$ cat src/hw/rtl/signed_integer_to_radix_text_top_macros.svh
// assertion macros shared by the converter
`ifndef SIGNED_INTEGER_TO_RADIX_TEXT_TOP_MACROS_SVH
`define SIGNED_INTEGER_TO_RADIX_TEXT_TOP_MACROS_SVH

// same-cycle implication, sampled on clk, off during reset
`define SITRT_ASSERT_NOW(lbl, ante, cons, msg) \
	lbl: assert property (@(posedge clk) disable iff (!arst_n) (ante) |-> (cons)) \
		else $error(msg);

// next-cycle implication, sampled on clk, off during reset
`define SITRT_ASSERT_NEXT(lbl, ante, cons, msg) \
	lbl: assert property (@(posedge clk) disable iff (!arst_n) (ante) |=> (cons)) \
		else $error(msg);

`endif

$ cat src/hw/rtl/sitrt_pkg.sv
`timescale 1ns / 1ps

package sitrt_pkg;

	// field and register widths
	localparam int RADIX_W = 6;
	localparam int MAXC_W  = 7;
	localparam int CFG_W   = 7;
	localparam int CHAR_W  = 7;
	localparam int DIGIT_W = 6;

	// register reset values and radix bounds
	localparam logic [RADIX_W-1:0] RADIX_RESET     = 6'd10;
	localparam logic [MAXC_W-1:0]  MAX_CHARS_RESET = 7'd64;
	localparam logic [RADIX_W-1:0] RADIX_MIN       = 6'd2;
	localparam logic [RADIX_W-1:0] RADIX_LIMIT     = 6'("Z" - "A" + 1 + 10);

	// ascii codes
	localparam logic [CHAR_W-1:0] MINUS_CHAR = 7'd45;
	localparam logic [CHAR_W-1:0] ZERO_CHAR  = 7'd48;
	localparam logic [CHAR_W-1:0] ALPHA_CHAR = 7'd65;
	localparam logic [CHAR_W-1:0] NO_CHAR    = 7'd0;

	// configuration register indexes
	typedef enum logic [0:0] {
		REG_RADIX     = 1'b0,
		REG_MAX_CHARS = 1'b1
	} cfg_reg_t;

	// sequencer states
	typedef enum logic [2:0] {
		ST_IDLE,
		ST_DIV,
		ST_CHECK,
		ST_READ,
		ST_EMIT
	} state_t;

	// digit value to its ascii character
	function automatic logic [CHAR_W-1:0] digit_to_char(input logic [DIGIT_W-1:0] d);
		logic [CHAR_W-1:0] dx;
		dx = {1'b0, d};
		if (d < 6'd10) begin
			return ZERO_CHAR + dx;
		end
		return ALPHA_CHAR + dx - 7'd10;
	endfunction

endpackage

$ cat src/hw/rtl/sitrt_ram.sv
`timescale 1ns / 1ps

module sitrt_ram #(
	parameter int WIDTH = 6,
	parameter int DEPTH = 64
) (
	input  logic                     clk,
	input  logic                     we,
	input  logic [$clog2(DEPTH)-1:0] waddr,
	input  logic [WIDTH-1:0]         wdata,
	input  logic                     re,
	input  logic [$clog2(DEPTH)-1:0] raddr,
	output logic [WIDTH-1:0]         rdata
);

	logic [WIDTH-1:0] mem_q [DEPTH];
	logic [WIDTH-1:0] rdata_q;

	// one write port, one registered read port
	always_ff @(posedge clk) begin
		if (we) begin
			mem_q[waddr] <= wdata;
		end
		if (re) begin
			rdata_q <= mem_q[raddr];
		end
	end

	assign rdata = rdata_q;

endmodule

$ cat src/hw/rtl/signed_integer_to_radix_text_top.sv
`timescale 1ns / 1ps
// channel   signals                               handshake
// config    wr_en, wr_index, wr_data              write at edge with wr_en high
// request   start, number_in / busy               taken at edge with start & !busy
// result    strobe, text_char, last_char, no_room strobe high for a single cycle per result, no stall
//
// A bit-serial restoring divider yields one quotient bit per cycle and
// walks all VALUE_BITS bits of the value for each digit.
// Results leave through registers while the digit memory is read back,
// one character per read; the receiver cannot stall them.
// arst_n clears the sequencer, counters, result strobe and config registers (radix 10, 64 chars).

`include "signed_integer_to_radix_text_top_macros.svh"

module signed_integer_to_radix_text_top #(
	parameter int MAX_TEXT_LEN = 64,
	parameter int VALUE_BITS   = 64
) (
	input  logic                              clk,
	input  logic                              arst_n,
	input  logic                              wr_en,
	input  logic [0:0]                        wr_index,
	input  logic [sitrt_pkg::CFG_W-1:0]       wr_data,
	input  logic                              start,
	input  logic signed [VALUE_BITS-1:0]      number_in,
	output logic                              busy,
	output logic                              strobe,
	output logic [sitrt_pkg::CHAR_W-1:0]      text_char,
	output logic                              last_char,
	output logic                              no_room
);

	import sitrt_pkg::*;

	localparam int ADDR_W = $clog2(VALUE_BITS);
	localparam int CNT_W  = $clog2(VALUE_BITS + 1);
	localparam int CMP_W  = (CNT_W + 1 > MAXC_W) ? CNT_W + 1 : MAXC_W;

	state_t state_q, state_d;

	logic [RADIX_W-1:0]    radix_q;
	logic [MAXC_W-1:0]     max_chars_q;
	logic [VALUE_BITS-1:0] val_q;
	logic [DIGIT_W-1:0]    rem_q;
	logic [ADDR_W-1:0]     bit_q;
	logic [CNT_W-1:0]      cnt_q;
	logic [ADDR_W-1:0]     idx_q;
	logic                  neg_q;
	logic                  strobe_q;
	logic [CHAR_W-1:0]     char_q;
	logic                  last_q;
	logic                  room_q;

	logic [RADIX_W-1:0]    base;
	logic [MAXC_W-1:0]     limit;
	logic [VALUE_BITS-1:0] raw;
	logic [VALUE_BITS-1:0] mag;
	logic [DIGIT_W:0]      rem_shift;
	logic                  q_bit;
	logic [DIGIT_W-1:0]    rem_next;
	logic [VALUE_BITS-1:0] quo_next;
	logic                  bit_last;
	logic [CMP_W-1:0]      total;
	logic                  over_limit;
	logic                  ram_we;
	logic                  ram_re;
	logic [DIGIT_W-1:0]    ram_rdata;

	// configuration registers
	always_ff @(posedge clk or negedge arst_n) begin
		if (!arst_n) begin
			radix_q     <= RADIX_RESET;
			max_chars_q <= MAX_CHARS_RESET;
		end else if (wr_en) begin
			case (wr_index)
				REG_RADIX:     radix_q     <= wr_data[RADIX_W-1:0];
				REG_MAX_CHARS: max_chars_q <= wr_data[MAXC_W-1:0];
				default: ;
			endcase
		end
	end

	// saturated base and length limit
	always_comb begin
		if (radix_q < RADIX_MIN) begin
			base = RADIX_MIN;
		end else if (radix_q > RADIX_LIMIT) begin
			base = RADIX_LIMIT;
		end else begin
			base = radix_q;
		end
		if (max_chars_q > MAXC_W'(MAX_TEXT_LEN)) begin
			limit = MAXC_W'(MAX_TEXT_LEN);
		end else begin
			limit = max_chars_q;
		end
	end

	// magnitude of the request value
	assign raw = number_in;
	assign mag = raw[VALUE_BITS-1] ? (~raw + 1'b1) : raw;

	// one restoring division step per cycle
	assign rem_shift = {rem_q, val_q[VALUE_BITS-1]};
	assign q_bit     = rem_shift >= {1'b0, base};
	assign rem_next  = q_bit ? DIGIT_W'(rem_shift - {1'b0, base}) : rem_shift[DIGIT_W-1:0];
	assign quo_next  = {val_q[VALUE_BITS-2:0], q_bit};
	assign bit_last  = bit_q == ADDR_W'(VALUE_BITS - 1);

	// text length check, sign included
	assign total      = CMP_W'(cnt_q) + CMP_W'(neg_q);
	assign over_limit = total > CMP_W'(limit);

	// sequencer state register
	always_ff @(posedge clk or negedge arst_n) begin
		if (!arst_n) begin
			state_q <= ST_IDLE;
		end else begin
			state_q <= state_d;
		end
	end

	// next state and memory strobes
	always_comb begin
		state_d = state_q;
		ram_we  = 1'b0;
		ram_re  = 1'b0;
		case (state_q)
			ST_IDLE: begin
				if (start) begin
					state_d = ST_DIV;
				end
			end
			ST_DIV: begin
				if (bit_last) begin
					ram_we = 1'b1;
					if (quo_next == '0) begin
						state_d = ST_CHECK;
					end
				end
			end
			ST_CHECK: begin
				state_d = over_limit ? ST_IDLE : ST_READ;
			end
			ST_READ: begin
				ram_re  = 1'b1;
				state_d = ST_EMIT;
			end
			ST_EMIT: begin
				state_d = (idx_q == '0) ? ST_IDLE : ST_READ;
			end
			default: state_d = ST_IDLE;
		endcase
	end

	// counters and result strobe
	always_ff @(posedge clk or negedge arst_n) begin
		if (!arst_n) begin
			bit_q    <= '0;
			cnt_q    <= '0;
			strobe_q <= 1'b0;
		end else begin
			strobe_q <= 1'b0;
			case (state_q)
				ST_IDLE: begin
					if (start) begin
						bit_q <= '0;
						cnt_q <= '0;
					end
				end
				ST_DIV: begin
					bit_q <= bit_last ? '0 : bit_q + 1'b1;
					if (bit_last) begin
						cnt_q <= cnt_q + 1'b1;
					end
				end
				ST_CHECK: strobe_q <= over_limit || neg_q;
				ST_EMIT:  strobe_q <= 1'b1;
				default: ;
			endcase
		end
	end

	// divider data and result payload
	always_ff @(posedge clk) begin
		case (state_q)
			ST_IDLE: begin
				if (start) begin
					val_q <= mag;
					neg_q <= raw[VALUE_BITS-1];
					rem_q <= '0;
				end
			end
			ST_DIV: begin
				val_q <= quo_next;
				rem_q <= bit_last ? '0 : rem_next;
			end
			ST_CHECK: begin
				idx_q  <= ADDR_W'(cnt_q - 1'b1);
				char_q <= over_limit ? NO_CHAR : MINUS_CHAR;
				last_q <= over_limit;
				room_q <= over_limit;
			end
			ST_EMIT: begin
				idx_q  <= idx_q - 1'b1;
				char_q <= digit_to_char(ram_rdata);
				last_q <= idx_q == '0;
				room_q <= 1'b0;
			end
			default: ;
		endcase
	end

	// digit store, least significant digit at index zero
	sitrt_ram #(
		.WIDTH(DIGIT_W),
		.DEPTH(VALUE_BITS)
	) u_digits (
		.clk   (clk),
		.we    (ram_we),
		.waddr (cnt_q[ADDR_W-1:0]),
		.wdata (rem_next),
		.re    (ram_re),
		.raddr (idx_q),
		.rdata (ram_rdata)
	);

	assign busy      = state_q != ST_IDLE;
	assign strobe    = strobe_q;
	assign text_char = char_q;
	assign last_char = last_q;
	assign no_room   = room_q;

	// checks
	`SITRT_ASSERT_NEXT(a_start_busy, start && !busy, busy, "request taken but block idle")
	`SITRT_ASSERT_NOW(a_more_follow, strobe && !last_char, busy, "run ended before last char")
	`SITRT_ASSERT_NOW(a_err_sole, strobe && no_room, last_char && text_char == NO_CHAR, "bad error result")
	`SITRT_ASSERT_NOW(a_cnt_range, 1'b1, cnt_q <= CNT_W'(VALUE_BITS), "digit count overflow")

endmodule
$ cat config.mk
export PLATFORM = sky130hd
export DESIGN_NAME = signed_integer_to_radix_text_top
export DESIGN_NICKNAME = d
export VERILOG_FILES = /design/src/hw/rtl/sitrt_pkg.sv /design/src/hw/rtl/sitrt_ram.sv /design/src/hw/rtl/signed_integer_to_radix_text_top.sv
export VERILOG_INCLUDE_DIRS = /design/src /design/src/hw/rtl
export SDC_FILE = /design/constraint.sdc
export NUM_CORES = 1
export LEC_CHECK = 0
export BUFFER_PORTS_ARGS = -buffer_cell sky130_fd_sc_hd__buf_4
export CAP_MARGIN = 20
export CORE_MARGIN = 4
export CORE_UTILIZATION = 50
export DETAILED_ROUTE_END_ITERATION = 8
export GPL_TIMING_DRIVEN = 0
export PLACE_DENSITY = 0.67
export SLEW_MARGIN = 20
export SYNTH_ARGS = -nofsm -noshare
export SYNTH_HDL_FRONTEND = slang
export SYNTH_SLANG_ARGS = --single-unit
$ cat constraint.sdc
create_clock -name clk -period 6.6 [get_ports clk]
set_clock_uncertainty 0.2 [all_clocks]
set_input_delay 0.99 -clock clk [delete_from_list [all_inputs] [get_ports clk]]
set_output_delay 0.99 -clock clk [all_outputs]
set_load 0.01 [all_outputs]
==> metrics.yaml <==
run_status:
  status: "finished clean"
place:
  numPortBuffers: 85
  placed_area_mm2: 0.0240
  place_inst: 2131
  place_congestion: 0.875
  place_ws_ns: 2.15
  dp_hpwl_um: 37500
finish:
  finalInstanceArea_mm2: 0.0257
  layout.cells.non_filler: 2230
  finish.utilization: 0.579
  diodes: 0
  nFillCells: 3447
  area_delta_synth_final_pct: 14.4
  drive_above_1_share: 0.206
  final_nets: 1693
critical_path:
  r2r_end: "u_digits.mem_q[30][1]$_DFFE_PP_"
  rr_worst_depth: 10
  reg2reg_setup_slack_ns: 2.53
  crit_fanout: 65
  max_stage_delay_ns: 0.81
  critical_path_class: "reg -> reg"
  end_kind: "register"
  path_buf_inv: 0
  r2r_start: "radix_q[4]$_DFFE_PN0P_"
  slowest_stage: "mux2_4"
  crit_path_start_kind: "register"
  crit_arrival_ns: 4.14
  cp_top_family: "compound AO/OA/AOI/OAI gates"
  required_ns: 6.66
  crit_chain: "or2_2, nor2_1, a21oi_1, o21bai_1, ha_1, nor2b_1, o211ai_1, nand2_1, a31oi_1, mux2_4"
clock_tree:
  cts_setup_buffers: 0
  clockBufferDepth: 3
  post_cts_resized: 0
  clk_latency_ns: 0.59
  cts_tree: "built"
  cts_buffers: 52
  htree_levels: 2
  clk_pin_slew_worst_paths_ns: 0.06
  cts.sinks: 506
  hold_buffers: 0
  root_buffer: "clkbuf_16"
grt:
  grt_max_degree: 66
  grt_pass1_vias: 13400
  gr-total-overflow: 0
  grt_pass1_wl_um: 82600
  grt_use_total: 0.229
  antenna_found_initial: 0
detailed_routing:
  wl_per_cell_um: 24.6
  via_per_inst: 6.08
  wirelength_um: 54900
  vias: 13600
  final_antenna_net_count: 0
  drc: 0
  drt_iter0_markers: 1424
  firstDrtPassIters: 6
power_and_ir_drop:
  max-vdd-ir-drop_v: 0.000326
  p_clk_frac: 0.316
  p_sw_mw: 2.48
  swShare: 0.272
  p_int_mw: 6.66
  power.leakage_nw: 8.55
  seqPwrFrac: 0.520
  powerDensity_mw_per_mm2: 356
  comb_power_share: 0.164
floorplanning:
  core-area_mm2: 0.0443
  die_w_um: 220
  start_util: 0.506
  rows: 77
  ios: 87
  die_area_mm2: 0.0483
  die_h_um: 220
synthesis:
  syn_nets: 1544
  synthAdderAreaFrac: 0.0132
  synth-compound-area-share: 0.0580
  postSynthCellCount: 1445
  avgSynthCellArea_um2: 15.5
  synth_area_leader_cell: "edfxtp_1"
  synthXorXnorAreaFrac: 0.0336
  syn-cell-area_mm2: 0.0224
  synthArstFlopShare: 0.0593
  seq_area_frac_synth: 0.671
  synth-edff-count: 476
  synth-simple-area-share: 0.0835
  synth_top_family_by_area: "multiplexers"
  synth-warning-count: 0
  ys_top_cells_by_area: "edfxtp_1 64%, mux4_2 11%, dfrtp_1 3.0%"
  synth_mux_area_frac: 0.124
  synth-main-ff-cell: "edfxtp_1"
  synthTopCellsByCount: "476 x edfxtp_1, 128 x nor2_1, 109 x mux4_2, 106 x nand2_1, 71 x o21ai_0"
  ys_types: 64
  synth_seq_cells: 506
  yosysMostFrequentCell: "edfxtp_1"
  synth_top_area_share: 0.637
timing:
  timing.final.crit_period_ns: 4.07
  tightest_slew_ns: 1.05
  clock.fmax_mhz: 246
  fin_ws_ns: 2.53
  finalSetupViolCount: 0
  holdWs_ns: 0.116
  post-route-period-util: 0.617
  drv_slew: 0
  relSlewSlack: 0.297
  rsz0062_at_grt: "false"
  hold_viol_final: 0
run:
  cap_violations: 0
hold_path:
  hp-class: "in -> async"
==> layout by cell type, fill, tap and decap left out, types with 15 or more instances in the layout <==
| cell type | Yosys | final |
|---|---|---|
| nand2_1 | 106 | 105 |
| o31ai_1 | 19 | 19 |
| dfrtp_1 | 27 | 27 |
| ha_1 | 22 | 22 |
| or4_1 | 15 | 15 |
| nor4_1 | 23 | 21 |
| or3_1 | 19 | 19 |
| xnor2_1 | 17 | 17 |
| o21ai_0 | 71 | 70 |
| a21oi_1 | 54 | 54 |
| edfxtp_1 | 476 | 476 |
| clkbuf_1 | 56 | 64 |
| inv_1 | 19 | 18 |
| buf_4 | 0 | 88 |
| nor2_1 | 128 | 128 |
| clkbuf_16 | 0 | 53 |
| nand3_1 | 21 | 21 |
| xor2_1 | 69 | 69 |
| mux4_2 | 109 | 109 |
==> metrics by stage <==
stage / power (mW) / setup TNS [ns]
after floorplan: 5.58 / 0
after global placement: 6.16 / -63.97
after detailed placement: 6.33 / 0
after CTS: 9.18 / 0
after global routing: 9.49 / 0
final: 9.14 / 0
==> power by group through the flow <==
stage,clock [mW],sequential [mW],combinational [mW]
floorplan,0,4.80,0.784
global placement,0,4.85,1.31
detailed placement,0,4.82,1.50
CTS,2.92,4.76,1.50
global route,3.07,4.77,1.65
finish,2.89,4.75,1.50
==> routing by layer <==
metal / GRT usage / up-vias / share of wire
li1: - / 5986 / -
met1: 0.322 / 6903 / 0.40
met2: 0.378 / 575 / 0.50
met3: 0.0341 / 88 / 0.069
met4: 0.0599 / 0 / 0.025
met5: 0 / - / 0
==> cells by family (layout without fill, tap and decap cells) <==
kind of cell | after synthesis | in the layout
AND/OR/NAND/NOR | 387 | 387
buffers and inverters | 100 | 293
XOR/XNOR | 86 | 86
AO/OA/AOI/OAI | 204 | 204
adder cells (fa/ha/maj) | 23 | 23
multiplexers | 139 | 139
flip-flops | 506 | 506
==> worst max-delay path by stage <==
stage / from / endpoint / slack (ns) / depth (start not counted)
6_report: radix_q[4]$_DFFE_PN0P_ / u_digits.mem_q[30][1]$_DFFE_PP_ / 2.53 / 10
2_1_floorplan: radix_q[4]$_DFFE_PN0P_ / u_digits.mem_q[0][5]$_DFFE_PP_ / 1.31 / 11
3_5_place_dp: radix_q[4]$_DFFE_PN0P_ / u_digits.mem_q[2][4]$_DFFE_PP_ / 2.15 / 10
5_1_grt: radix_q[4]$_DFFE_PN0P_ / rem_q[1]$_SDFFCE_PP0P_ / 2.25 / 11
4_1_cts: radix_q[4]$_DFFE_PN0P_ / u_digits.mem_q[20][4]$_DFFE_PP_ / 2.11 / 10
3_3_place_gp: radix_q[4]$_DFFE_PN0P_ / u_digits.mem_q[26][5]$_DFFE_PP_ / -1.00 / 11
==> state kept, by name, indices dropped and copies added, names as in the netlist, 7 cells and up <==
signal	count
u_digits.mem_q	384
max_chars_q	7
text_char	7
cnt_q	7
val_q	64
==> layout make-up <==
class / instances / area, µm² / area share
Clock inverter: 37 / 330 / 0.0129
Tap cell: 592 / 741 / 0.0289
Inverter: 19 / 73.8 / 0.00288
Clock buffer: 61 / 1360 / 0.0529
Buffer: 81 / 324 / 0.0126
Multi-Input combinational cell: 839 / 7040 / 0.274
Timing Repair Buffer: 95 / 752 / 0.0293
Sequential cell: 506 / 15000 / 0.586
No activity file was read; power rests on OpenSTA's default activity.
